### src/rtl/ccfd_pkg.sv
`timescale 1ns / 1ps

package ccfd_pkg;

  // Field widths
  localparam int BYTE_W  = 8;
  localparam int EVENT_W = 4;
  localparam int COUNT_W = 17;
  localparam int DLEN_W  = 16;
  localparam int HDR_LEN = 5;
  localparam int HIDX_W  = $clog2(HDR_LEN);

  // Protocol constants
  localparam logic [BYTE_W-1:0]  SYNC_BYTE           = 8'h55;
  localparam logic [BYTE_W-1:0]  CRC_POLY            = 8'h07;
  localparam logic [COUNT_W-1:0] DEFAULT_MAX_PAYLOAD = 17'd300;

  // Default depth of the queue between front and engine
  localparam int QUEUE_DEPTH_DEF = 4;

  // Event codes reported with each byte
  typedef enum logic [EVENT_W-1:0] {
    EV_DISCARD     = 4'd0,
    EV_SYNC        = 4'd1,
    EV_HDR_BYTE    = 4'd2,
    EV_HDR_OK      = 4'd3,
    EV_HDR_CRC_ERR = 4'd4,
    EV_OVERSIZE    = 4'd5,
    EV_PAY_BYTE    = 4'd6,
    EV_PKT_OK      = 4'd7,
    EV_PAY_CRC_ERR = 4'd8
  } event_t;

  // Queue entry: received byte plus its sync classification
  typedef struct packed {
    logic [BYTE_W-1:0] data;
    logic              is_sync;
  } q_entry_t;

  // CRC-8, MSB first, one byte
  function automatic logic [BYTE_W-1:0] crc8_update(input logic [BYTE_W-1:0] crc,
                                                    input logic [BYTE_W-1:0] b);
    logic [BYTE_W-1:0] c;
    c = crc ^ b;
    for (int i = 0; i < BYTE_W; i++) begin
      if (c[BYTE_W-1]) begin
        c = {c[BYTE_W-2:0], 1'b0} ^ CRC_POLY;
      end else begin
        c = {c[BYTE_W-2:0], 1'b0};
      end
    end
    return c;
  endfunction

endpackage

### src/rtl/ccfd_if.sv
`timescale 1ns / 1ps

// Received byte channel
interface ccfd_byte_if;
  import ccfd_pkg::*;

  logic              valid;
  logic              ready;
  logic [BYTE_W-1:0] rx_byte;

  modport source(output valid, output rx_byte, input ready);
  modport sink(input valid, input rx_byte, output ready);
endinterface

// Event channel, one word per received byte
interface ccfd_event_if;
  import ccfd_pkg::*;

  logic               valid;
  logic               ready;
  logic [EVENT_W-1:0] event_res;
  logic [BYTE_W-1:0]  echo_byte;
  logic [COUNT_W-1:0] payload_index;
  logic [BYTE_W-1:0]  packet_kind;
  logic [DLEN_W-1:0]  data_len;
  logic [BYTE_W-1:0]  option_len;

  modport source(output valid, output event_res, output echo_byte, output payload_index,
                 output packet_kind, output data_len, output option_len, input ready);
  modport sink(input valid, input event_res, input echo_byte, input payload_index,
               input packet_kind, input data_len, input option_len, output ready);
endinterface

### src/rtl/crc8_checked_frame_deframer_top.sv
`timescale 1ns / 1ps

// Serial frame receiver with CRC-8 header and payload checks.
// rx: one received byte per word (valid/ready). ev: one event word per byte,
// carrying the event code, the byte, its payload index and the header fields.
// cfg_we/cfg_wdata: writes the largest accepted data+option+CRC byte count;
// write it only while the block is idle.
// A byte accepted on rx enters a small queue; the parser engine takes one byte
// per cycle from it while the event slot is free and no replay runs. Each byte
// passes through the queue and then the event output register. A header CRC
// error makes the engine re-scan the five stored header bytes before it takes
// the next byte; the queue keeps accepting meanwhile until it fills.
// Reset (rst, synchronous) empties the queue, drops any pending event, puts
// the parser back to hunting for sync and loads the size limit with 300.
// If the receiver holds ev.ready low, the event stays in the output register,
// the engine stops, and rx.ready drops once the queue is full.

module crc8_checked_frame_deframer_top #(
  parameter int QUEUE_DEPTH = ccfd_pkg::QUEUE_DEPTH_DEF
) (
  input  logic                         clk,
  input  logic                         rst,
  input  logic                         cfg_we,
  input  logic [ccfd_pkg::COUNT_W-1:0] cfg_wdata,
  ccfd_byte_if.sink                    rx,
  ccfd_event_if.source                 ev
);
  import ccfd_pkg::*;

  logic [COUNT_W-1:0] max_payload;
  logic               q_valid;
  q_entry_t           q_entry;
  logic               q_pop;

  // Size limit register
  always_ff @(posedge clk) begin
    if (rst) begin
      max_payload <= DEFAULT_MAX_PAYLOAD;
    end else if (cfg_we) begin
      max_payload <= cfg_wdata;
    end
  end

  ccfd_front #(
    .DEPTH(QUEUE_DEPTH)
  ) u_front (
    .clk     (clk),
    .rst     (rst),
    .rx      (rx),
    .q_valid (q_valid),
    .q_entry (q_entry),
    .q_pop   (q_pop)
  );

  ccfd_engine u_engine (
    .clk         (clk),
    .rst         (rst),
    .q_valid     (q_valid),
    .q_entry     (q_entry),
    .q_pop       (q_pop),
    .max_payload (max_payload),
    .ev          (ev)
  );

endmodule

### src/rtl/ccfd_front.sv
`timescale 1ns / 1ps

module ccfd_front #(
  parameter int DEPTH = ccfd_pkg::QUEUE_DEPTH_DEF
) (
  input  logic               clk,
  input  logic               rst,
  ccfd_byte_if.sink          rx,
  output logic               q_valid,
  output ccfd_pkg::q_entry_t q_entry,
  input  logic               q_pop
);
  import ccfd_pkg::*;

  localparam int PTR_W = (DEPTH > 1) ? $clog2(DEPTH) : 1;
  localparam int CNT_W = $clog2(DEPTH + 1);

  q_entry_t          queue [DEPTH];
  logic [PTR_W-1:0]  wr_ptr;
  logic [PTR_W-1:0]  rd_ptr;
  logic [CNT_W-1:0]  count;
  logic              push;
  logic              pop;

  assign rx.ready = (count != CNT_W'(DEPTH));
  assign push     = rx.valid && rx.ready;
  assign pop      = q_pop && q_valid;
  assign q_valid  = (count != '0);
  assign q_entry  = queue[rd_ptr];

  // Classify and store each accepted word
  always_ff @(posedge clk) begin
    if (push) begin
      queue[wr_ptr].data    <= rx.rx_byte;
      queue[wr_ptr].is_sync <= (rx.rx_byte == SYNC_BYTE);
    end
  end

  // Pointers and fill count
  always_ff @(posedge clk) begin
    if (rst) begin
      wr_ptr <= '0;
      rd_ptr <= '0;
      count  <= '0;
    end else begin
      if (push) begin
        wr_ptr <= (wr_ptr == PTR_W'(DEPTH - 1)) ? '0 : wr_ptr + PTR_W'(1);
      end
      if (pop) begin
        rd_ptr <= (rd_ptr == PTR_W'(DEPTH - 1)) ? '0 : rd_ptr + PTR_W'(1);
      end
      if (push && !pop) begin
        count <= count + CNT_W'(1);
      end else if (pop && !push) begin
        count <= count - CNT_W'(1);
      end
    end
  end

endmodule

### src/rtl/ccfd_engine.sv
`timescale 1ns / 1ps

module ccfd_engine (
  input  logic                         clk,
  input  logic                         rst,
  input  logic                         q_valid,
  input  ccfd_pkg::q_entry_t           q_entry,
  output logic                         q_pop,
  input  logic [ccfd_pkg::COUNT_W-1:0] max_payload,
  ccfd_event_if.source                 ev
);
  import ccfd_pkg::*;

  typedef enum logic [2:0] {
    PH_HUNT    = 3'b001,
    PH_HEADER  = 3'b010,
    PH_PAYLOAD = 3'b100
  } phase_t;

  typedef enum logic [1:0] {
    ENG_RUN    = 2'b01,
    ENG_REPLAY = 2'b10
  } eng_state_t;

  eng_state_t         state;
  logic [HIDX_W-1:0]  rep_idx;

  phase_t             phase, phase_next;
  logic [BYTE_W-1:0]  header_store [HDR_LEN];
  logic [COUNT_W-1:0] byte_position, byte_position_next;
  logic [COUNT_W-1:0] payload_total, payload_total_next;
  logic [BYTE_W-1:0]  running_crc, running_crc_next;

  logic               fire;
  logic               replaying;
  logic               step_en;
  logic [BYTE_W-1:0]  cur_byte;
  logic               cur_sync;
  logic [HIDX_W-1:0]  hdr_pos;
  logic [COUNT_W-1:0] hdr_total;
  logic [COUNT_W-1:0] pos_inc;
  logic               store_we;
  event_t             ev_code;
  logic [COUNT_W-1:0] ev_idx;
  logic               hdr_valid;

  // Engine takes a queued word only when the event slot is free
  assign replaying = (state == ENG_REPLAY);
  assign fire      = (state == ENG_RUN) && q_valid && (!ev.valid || ev.ready);
  assign q_pop     = fire;
  assign step_en   = fire || replaying;

  // Byte source: queue, or stored header bytes during replay
  always_comb begin
    if (replaying) begin
      cur_byte = header_store[rep_idx];
      cur_sync = (header_store[rep_idx] == SYNC_BYTE);
    end else begin
      cur_byte = q_entry.data;
      cur_sync = q_entry.is_sync;
    end
  end

  assign hdr_pos   = (byte_position > COUNT_W'(HDR_LEN - 1)) ? HIDX_W'(HDR_LEN - 1)
                                                             : byte_position[HIDX_W-1:0];
  assign hdr_total = COUNT_W'({header_store[0], header_store[1]})
                   + COUNT_W'(header_store[2]) + COUNT_W'(1);
  assign pos_inc   = byte_position + COUNT_W'(1);

  // Frame parser step
  always_comb begin
    phase_next         = phase;
    byte_position_next = byte_position;
    payload_total_next = payload_total;
    running_crc_next   = running_crc;
    store_we           = 1'b0;
    ev_code            = EV_DISCARD;
    ev_idx             = '0;
    hdr_valid          = 1'b0;
    case (phase)
      PH_HEADER: begin
        store_we = 1'b1;
        if (hdr_pos < HIDX_W'(HDR_LEN - 1)) begin
          running_crc_next   = crc8_update(running_crc, cur_byte);
          byte_position_next = COUNT_W'(hdr_pos) + COUNT_W'(1);
          ev_code            = EV_HDR_BYTE;
        end else if (running_crc != cur_byte) begin
          phase_next = PH_HUNT;
          ev_code    = EV_HDR_CRC_ERR;
        end else begin
          payload_total_next = hdr_total;
          byte_position_next = '0;
          running_crc_next   = '0;
          hdr_valid          = 1'b1;
          if (hdr_total > max_payload) begin
            phase_next = PH_HUNT;
            ev_code    = EV_OVERSIZE;
          end else begin
            phase_next = PH_PAYLOAD;
            ev_code    = EV_HDR_OK;
          end
        end
      end
      PH_PAYLOAD: begin
        ev_idx    = byte_position;
        hdr_valid = 1'b1;
        if (pos_inc < payload_total) begin
          running_crc_next   = crc8_update(running_crc, cur_byte);
          byte_position_next = pos_inc;
          ev_code            = EV_PAY_BYTE;
        end else begin
          phase_next = PH_HUNT;
          ev_code    = (running_crc == cur_byte) ? EV_PKT_OK : EV_PAY_CRC_ERR;
        end
      end
      default: begin
        // hunting, also any stray phase code
        phase_next = PH_HUNT;
        if (cur_sync) begin
          phase_next         = PH_HEADER;
          byte_position_next = '0;
          running_crc_next   = '0;
          ev_code            = EV_SYNC;
        end
      end
    endcase
  end

  // Header bytes; replay only writes below the entry it reads
  always_ff @(posedge clk) begin
    if (step_en && store_we) begin
      header_store[hdr_pos] <= cur_byte;
    end
  end

  // Parser state
  always_ff @(posedge clk) begin
    if (rst) begin
      phase         <= PH_HUNT;
      byte_position <= '0;
      payload_total <= '0;
      running_crc   <= '0;
    end else if (step_en) begin
      phase         <= phase_next;
      byte_position <= byte_position_next;
      payload_total <= payload_total_next;
      running_crc   <= running_crc_next;
    end
  end

  // Replay sequencer: five header bytes after a header CRC error
  always_ff @(posedge clk) begin
    if (rst) begin
      state   <= ENG_RUN;
      rep_idx <= '0;
    end else begin
      case (state)
        ENG_RUN: begin
          if (fire && ev_code == EV_HDR_CRC_ERR) begin
            state   <= ENG_REPLAY;
            rep_idx <= '0;
          end
        end
        ENG_REPLAY: begin
          if (rep_idx == HIDX_W'(HDR_LEN - 1)) begin
            state <= ENG_RUN;
          end else begin
            rep_idx <= rep_idx + HIDX_W'(1);
          end
        end
        default: begin
          state <= ENG_RUN;
        end
      endcase
    end
  end

  // Event output register
  always_ff @(posedge clk) begin
    if (rst) begin
      ev.valid <= 1'b0;
    end else if (fire) begin
      ev.valid <= 1'b1;
    end else if (ev.ready) begin
      ev.valid <= 1'b0;
    end
  end

  always_ff @(posedge clk) begin
    if (fire) begin
      ev.event_res     <= ev_code;
      ev.echo_byte     <= cur_byte;
      ev.payload_index <= ev_idx;
      ev.packet_kind   <= hdr_valid ? header_store[3] : '0;
      ev.data_len      <= hdr_valid ? {header_store[0], header_store[1]} : '0;
      ev.option_len    <= hdr_valid ? header_store[2] : '0;
    end
  end

endmodule
### src/flat_wrapper.sv
// flat-port wrapper written by rule: the top's interface ports become plain ports
module crc8_checked_frame_deframer_top_flat import ccfd_pkg::*;
#(
  parameter int QUEUE_DEPTH = ccfd_pkg::QUEUE_DEPTH_DEF
)
  (clk, rst, cfg_we, cfg_wdata, rx_valid, rx_rx_byte, rx_ready, ev_valid, ev_event_res, ev_echo_byte, ev_payload_index, ev_packet_kind, ev_data_len, ev_option_len, ev_ready);
  ccfd_byte_if rx_i ();
  ccfd_event_if ev_i ();
  input  logic clk;
  input  logic rst;
  input  logic cfg_we;
  input  logic [ccfd_pkg::COUNT_W-1:0] cfg_wdata;
  input wire logic [$bits(rx_i.valid)-1:0] rx_valid;
  input wire logic [$bits(rx_i.rx_byte)-1:0] rx_rx_byte;
  output wire logic [$bits(rx_i.ready)-1:0] rx_ready;
  output wire logic [$bits(ev_i.valid)-1:0] ev_valid;
  output wire logic [$bits(ev_i.event_res)-1:0] ev_event_res;
  output wire logic [$bits(ev_i.echo_byte)-1:0] ev_echo_byte;
  output wire logic [$bits(ev_i.payload_index)-1:0] ev_payload_index;
  output wire logic [$bits(ev_i.packet_kind)-1:0] ev_packet_kind;
  output wire logic [$bits(ev_i.data_len)-1:0] ev_data_len;
  output wire logic [$bits(ev_i.option_len)-1:0] ev_option_len;
  input wire logic [$bits(ev_i.ready)-1:0] ev_ready;
  assign rx_i.valid = rx_valid;
  assign rx_i.rx_byte = rx_rx_byte;
  assign rx_ready = rx_i.ready;
  assign ev_valid = ev_i.valid;
  assign ev_event_res = ev_i.event_res;
  assign ev_echo_byte = ev_i.echo_byte;
  assign ev_payload_index = ev_i.payload_index;
  assign ev_packet_kind = ev_i.packet_kind;
  assign ev_data_len = ev_i.data_len;
  assign ev_option_len = ev_i.option_len;
  assign ev_i.ready = ev_ready;
  crc8_checked_frame_deframer_top #(.QUEUE_DEPTH(QUEUE_DEPTH)) u_core (.clk(clk), .rst(rst), .cfg_we(cfg_we), .cfg_wdata(cfg_wdata), .rx(rx_i), .ev(ev_i));
endmodule
### config.mk
export PLATFORM = sky130hd
export DESIGN_NAME = crc8_checked_frame_deframer_top_flat
export DESIGN_NICKNAME = d
export VERILOG_FILES = /design/src/rtl/ccfd_pkg.sv /design/src/rtl/ccfd_if.sv /design/src/rtl/crc8_checked_frame_deframer_top.sv /design/src/rtl/ccfd_front.sv /design/src/rtl/ccfd_engine.sv /design/src/flat_wrapper.sv
export SDC_FILE = /design/constraint.sdc
export NUM_CORES = 1
export LEC_CHECK = 0
export CAP_MARGIN = 20
export CORE_MARGIN = 3
export CORE_UTILIZATION = 50
export CTS_BUF_LIST = sky130_fd_sc_hd__clkbuf_8
export CTS_CLUSTER_DIAMETER = 100
export DETAILED_ROUTE_END_ITERATION = 8
export DONT_BUFFER_PORTS = 1
export PLACE_DENSITY = 0.65
export SYNTH_ARGS = -nofsm -noshare
export SYNTH_HDL_FRONTEND = slang
export SYNTH_SLANG_ARGS = --single-unit
### constraint.sdc
create_clock -name clk -period 6.9 [get_ports clk]
set_input_delay 0.345 -clock clk [delete_from_list [all_inputs] [get_ports clk]]
set_output_delay 0.345 -clock clk [all_outputs]
set_load 0.05 [all_outputs]
==> flow_metrics.tcl, run 1 <==
set metrics [dict create \
    area_growth_pct 13.2 \
    max_freq_mhz 201 \
    tritoncts "built" \
    final_max_slew_viol_count 0 \
    critical_path_class "reg2reg" \
    ys_warn_count 0 \
    layout_setup_ws_ps 1920 \
    ys.flop_type "edfxtp_1" \
    ff2ff_setup_slack_ps 1920 \
    seqPwrFrac_pct 55.6 \
    netlist_area_um2 11400 \
    switching_share_pct 37.4 \
    ios 93 \
    die_h_um 157 \
    synth_cell_type_count 64 \
    ys_ff_latch 241 \
    firstDrtPassIters 7 \
    drv_cap 0 \
    worstMarginPinSlew_ps 1060 \
    syn-num-nets 1038 \
    critPathCaptureType "flop" \
    initialDrtViolationCount 503 \
    p_per_area_nw_per_um2 360 \
    track_usage_pct 21.3 \
    critPathLaunchType "flop" \
    port_buffers 0 \
    layout.cells.non_filler 1314 \
    hold_start "ev_ready" \
    start_util_pct 51.7 \
    async_flop_share_pct 0 \
    finalClockSkew_ps 26.6 \
    synthTopCellsByArea "edfxtp_1 42%, dfxtp_1 14%, ha_1 6.0%" \
    routedWlPerCell_um 19.5 \
    fin_crit_ps 4980 \
    min_to "u_core.u_engine.ev.valid" \
    num_rows 54 \
    grt_max_degree 65 \
    die_area_um2 24700 \
    cts_buffers 40 \
    antenna_found_initial 0 \
    clk_latency_ps 540 \
    n_antenna_cell 0 \
    pre_cts_ws_ps 2060 \
    clk_pin_slew_ps 60 \
    grt_first_pass_wirelength_mm 40.5 \
    cp.arrival_ps 5420 \
    vias 7413 \
    gp_congestion 0.889 \
    dp_hpwl_mm 17.7 \
    synth-edff-count 161 \
    h-tree-depth 2 \
    power_frac_comb_pct 17.1 \
    synth-seq-area-share_pct 56.4 \
    root_buffer "clkbuf_8" \
    die_w_um 157 \
    hold_violations 0 \
    fin_setup_tns_ps 0 \
    synth_top_area_share_pct 42.4 \
    leakage_nw 4.91 \
    worstReg2RegStart "u_core.u_engine.byte_position[2]" \
    avgSynthCellArea_um2 12.0 \
    cp.required_ps 7340 \
    clockBufferDepth 3 \
    clock_sinks 241 \
    grt_pass1_vias 7210 \
    power_switching_mw 1.74 \
    hp-class "in2reg" \
    syn_inst 951 \
    r2r-end "u_core.u_engine.running_crc[1]" \
    nets 1090 \
    peakVddDrop_v 0.000179 \
    rsz0062_at_grt "no" \
    dp_cells 1202 \
    coreArea_um2 22100 \
    path_max_fanout 14 \
    worstRegToRegCells 16 \
    final_antenna_net_count 0 \
    pwr-share-clk_pct 27.2 \
    totalWireLength_mm 25.6 \
    max_slew_margin_pct 29.6 \
    fin_crit_sh_pct 72.1 \
    drive_gt1_share_pct 9.86 \
    cts-resized-gates 0 \
    grt_remaining_overflow 0 \
    status "finished clean" \
    setup_viol 0 \
    p_int_mw 2.91 \
    holdPathStages 2 \
    remaining_drc_errors 0 \
    synth_top_area_cell "edfxtp_1" \
    via_per_inst 5.64 \
    synth_common_cells "161 x edfxtp_1, 84 x nor2_1, 80 x dfxtp_1, 73 x inv_1, 55 x ha_1" \
    synth_most_common_cell "edfxtp_1" \
]
[cell usage in the layout, fill, tap and decap left out, types with 22 or more instances in the layout]
cell type / count
mux2i_1: 45
and2_1: 48
mux4_2: 22
dfxtp_1: 80
nor2_1: 84
a21oi_1: 41
xnor2_1: 29
inv_1: 84
clkbuf_8: 42
dlygate4sd3_1: 38
ha_1: 55
edfxtp_1: 161
nand2_1: 42
nand3_1: 22
[timing repair]
item	CTS	global route
endpoints found under the hold margin	91	0
hold buffers	39	0
buffers inserted	0	0
[registers in the layout (all words and copies together) (netlist names), 3 cells and up, named ones only]
register,cells
u_core.u_engine.header_store,64
u_core.u_front.queue,36
u_core.max_payload,17
u_core.u_engine.byte_position,17
u_core.u_engine.ev.payload_index,17
u_core.u_engine.payload_total,17
u_core.u_engine.ev.data_len,16
u_core.u_engine.ev.echo_byte,8
u_core.u_engine.ev.option_len,8
u_core.u_engine.ev.packet_kind,8
u_core.u_engine.running_crc,8
u_core.u_engine.ev.event_res,4
u_core.u_engine.phase,3
u_core.u_engine.rep_idx,3
u_core.u_front.count,3
[cell families after synthesis]
| family | after synthesis | synth area share (%) |
|---|---|---|
| AOI/OAI and AO/OA | 130 | 7.24 |
| xor gates and xnor gates | 47 | 3.73 |
| adders and majority gates | 57 | 6.38 |
| muxes | 80 | 9.67 |
| DFF | 241 | 56.4 |
| and+or+nand+nor | 284 | 12.7 |
| buffers and inverters | 112 | 3.88 |
[area by class of cell]
cell class / count / area, um2
repair buffers: 48 / 468
clock buffers: 42 / 578
fillers: 1791 / 9170
multi-input cells: 598 / 4570
flip-flops and latches: 241 / 6440
inverters: 74 / 278
clock inverters: 31 / 240
well taps: 280 / 350
[metrics by stage]
stage	utilization [%]	hold slack [ps]	instance area, um2	power, mW
finish	58.5	43.8	12900	4.66
global route	58.5	50.7	12900	4.88
CTS	58.5	20.0	12900	4.71
detailed placement	53.0	423	11700	3.39
global placement	53.0	421	11700	3.38
floorplan	-	438	11400	3.17
[layer usage]
layer	vias to the layer above	wire length [um]	GRT usage, %
met5	-	0	0
met4	0	584	5.83
met3	41	1490	3.60
met2	228	11500	32.7
met1	3613	12100	31.5
li1	3531	-	-
[critical path, stage by stage (launching register included)]
cell,delay (ps)
dfxtp_1,630
and3_1,250
and3_1,220
and3_1,240
and3_1,210
nand3_1,180
nor2_1,170
xor2_1,210
ha_1,290
a21oi_1,150
a21boi_0,100
o21ai_0,150
nor4bb_1,680
nor2_1,140
or3_1,580
or2_1,420
o31ai_2,250
[worst max-delay path by stage]
stage                                          start                                 end  slack (ps)  depth (start not counted)
finish              u_core.u_engine.byte_position[2]      u_core.u_engine.running_crc[1]        1920                         16
CTS                 u_core.u_engine.byte_position[2]      u_core.u_engine.running_crc[1]        2020                         16
floorplan                   u_core.u_engine.ev.valid  u_core.u_engine.header_store[3][0]        1250                          6
global placement    u_core.u_engine.byte_position[0]      u_core.u_engine.running_crc[1]        2250                         16
global route        u_core.u_engine.byte_position[0]      u_core.u_engine.running_crc[1]        1500                         16
detailed placement  u_core.u_engine.byte_position[2]      u_core.u_engine.running_crc[1]        2060                         16
[power by group through the flow]
stage / registers [mW] / clock network, mW / logic [mW]
after global routing: 2.63 / 1.37 / 0.884
after floorplan: 2.58 / 0 / 0.593
after global placement: 2.62 / 0 / 0.758
final: 2.59 / 1.27 / 0.798
after detailed placement: 2.63 / 0 / 0.767
after CTS: 2.60 / 1.30 / 0.803
Note: power is estimated with default switching activity, not from simulation.
==> run 2: changes to the inputs <==
--- a/config.mk
+++ b/config.mk
@@ -12,7 +12,7 @@
 export CTS_CLUSTER_DIAMETER = 100
 export DETAILED_ROUTE_END_ITERATION = 8
 export DONT_BUFFER_PORTS = 1
-export PLACE_DENSITY = 0.65
+export PLACE_DENSITY = 0.68
 export SYNTH_ARGS = -nofsm -noshare
 export SYNTH_HDL_FRONTEND = slang
 export SYNTH_SLANG_ARGS = --single-unit
==> constraint.sdc (replaced) <==
create_clock -name clk -period 4.09 [get_ports clk]
set_input_delay 0.2045 -clock clk [delete_from_list [all_inputs] [get_ports clk]]
set_output_delay 0.2045 -clock clk [all_outputs]
set_load 0.05 [all_outputs]
==> run 2 against run 1 <==
Net effect:
- sequential power up 69%
- cell area is 3.2% higher
- clock skew fell by 6.4 ps
- critical path type unchanged
- critical endpoint is now u_core.u_engine.phase[0]
- largest cell class unchanged
==> flow_metrics.tcl, run 2 (synthesis results as in run 1) <==
set metrics [dict create \
    worstMarginPinSlew_ps 896 \
    post_cts_buffers 0 \
    area_growth_pct 16.9 \
    cts_buffers 42 \
    critPathTopFamily "compound AO/OA/AOI/OAI gates" \
    h-tree-depth 2 \
    setup_viol 0 \
    largest_reg_flops 64 \
    grt_remaining_overflow 0 \
    dp_hpwl_mm 18.1 \
    die_w_um 157 \
    cp_common_cell "a21o_1" \
    vias 7537 \
    finalClockSkew_ps 20.3 \
    cp_slowest_cell "fa_2" \
    r2r-end "u_core.u_engine.phase[0]" \
    gp_congestion 0.946 \
    n_antenna_cell 0 \
    hold_start "rx_rx_byte[1]" \
    antenna_found_initial 0 \
    fin_crit_sh_pct 95.0 \
    crit_buf_inv 1 \
    clk_latency_ps 540 \
    critPathCaptureType "flop" \
    drv_cap 0 \
    top_register "u_core.u_engine.header_store" \
    clock_sinks 241 \
    top_regs "u_core.u_engine.header_store: 64 flops, u_core.u_front.queue: 36 flops" \
    fin_setup_tns_ps 0 \
    totalWireLength_mm 25.9 \
    total_power_mw 7.83 \
    hp-class "in2reg" \
    p_per_area_nw_per_um2 587 \
    leakage_nw 5.13 \
    routedWlPerCell_um 19.0 \
    worstReg2RegStart "u_core.u_engine.header_store[2][0]" \
    ff2ff_setup_slack_ps 200 \
    initialDrtViolationCount 519 \
    final_antenna_net_count 0 \
    clockBufferDepth 3 \
    final_cell_mix "161 x edfxtp_1, 82 x nor2_1, 79 x dfxtp_1" \
    ios 93 \
    holdPathStages 2 \
    cp.arrival_ps 4300 \
    final_max_slew_viol_count 0 \
    coreArea_um2 22100 \
    crit_chain "inv_1, ha_1, fa_2, nor2b_1, o21ai_0, a21boi_1, o21ai_2, a211oi_2, nand3_1, xnor2_2, ha_1, a21o_1, a21o_1, a21oi_1, o21ai_0, a21o_1, a21oi_2, nand2_1, a21oi_2, o21ai_1" \
    hold_violations 0 \
    clk_pin_slew_ps 70 \
    root_buffer "clkbuf_8" \
    max_freq_mhz 257 \
    cp.required_ps 4500 \
    grt_first_pass_wirelength_mm 41.1 \
    max_stage_delay_ps 370 \
    critPathLaunchType "flop" \
    critical_path_class "reg2reg" \
    min_to "u_core.u_front.queue[0][0]" \
    track_usage_pct 21.4 \
    remaining_drc_errors 0 \
    firstDrtPassIters 5 \
    worstRegToRegCells 20 \
    start_util_pct 51.7 \
    die_h_um 157 \
    drive_gt1_share_pct 15.0 \
    die_area_um2 24700 \
    path_max_fanout 3 \
    port_buffers 0 \
    grt_pass1_vias 7593 \
    via_per_inst 5.53 \
    max_slew_margin_pct 40.0 \
    fin_crit_ps 3890 \
    status "finished clean" \
    peakVddDrop_v 0.000344 \
    grt_max_degree 64 \
    layout_commonest_cell "edfxtp_1" \
    nets 1135 \
    num_rows 54 \
    tritoncts "built" \
]
run 2: cell types whose count changed in the layout (fill, tap and decap cells not counted), moves of 4 or more:
| cell | change |
|---|---|
| buf_4 | +36 |
| clkinv_1 | +6 |
| inv_1 | -6 |
| clkinv_2 | +5 |
| dlygate4sd3_1 | +4 |
run 2: through the flow:
stage | instance area [um2] | instances | util, % | hold slack [ps] | setup slack (ps)
finish | 13300 | 1362 | 60.4 | 32.5 | 203
global route | 13300 | 1362 | 60.4 | 27.4 | -58.9
CTS | 13300 | 1362 | 60.0 | 4.97 | 113
detailed placement | 12000 | 1241 | 54.4 | 282 | -3.17
global placement | 12000 | 1241 | 54.4 | 281 | 52.5
floorplan | 11400 | 951 | - | 303 | 113
run 2: final cells by class:
class	count	area (um2)
Fill cell	1715	8760
Timing Repair Buffer	91	846
Multi-Input combinational cell	598	4640
Sequential cell	241	6440
Clock inverter	35	194
Inverter	74	278
Clock buffer	43	592
Tap cell	280	350
run 2: per-layer routing:
layer  up-vias  track usage [%]  wire length [um]
li1       3626                -                 -
met1      3602             28.8             11300
met2       251             34.7             12200
met3        58             4.43              1730
met4         0             7.15               788
met5         -                0                 0
run 2: timing repair:
| item | 4_1_cts | 5_1_grt |
|---|---|---|
| hold endpoints to repair | 97 | 0 |
| endpoints found under the setup margin | 1 | 29 |
| pin swaps | 0 | 8 |
| hold buffers | 43 | 0 |
| resized for setup | 1 | 20 |
run 2: worst max path at each step:
stage / start / endpoint / slack (ps) / depth (start not counted)
2_1_floorplan: u_core.u_engine.byte_position[1] / u_core.u_engine.running_crc[1] / 110 / 18
3_3_place_gp: u_core.u_engine.header_store[2][0] / u_core.u_engine.phase[0] / 50 / 20
3_5_place_dp: u_core.u_engine.header_store[2][0] / u_core.u_engine.phase[0] / -3 / 20
4_1_cts: u_core.u_engine.header_store[2][0] / u_core.u_engine.phase[0] / 110 / 20
5_1_grt: u_core.u_engine.header_store[1][0] / u_core.u_engine.phase[0] / -60 / 20
6_report: u_core.u_engine.header_store[2][0] / u_core.u_engine.phase[0] / 200 / 20
run 2: power breakdown:
group / internal (mW) / total, mW / switching (mW) / leakage, nW
sequential: 3.21 / 4.37 / 1.17 / 2.16
combinational: 0.559 / 1.40 / 0.843 / 2.54
clock: 1.06 / 2.06 / 0.996 / 0.429
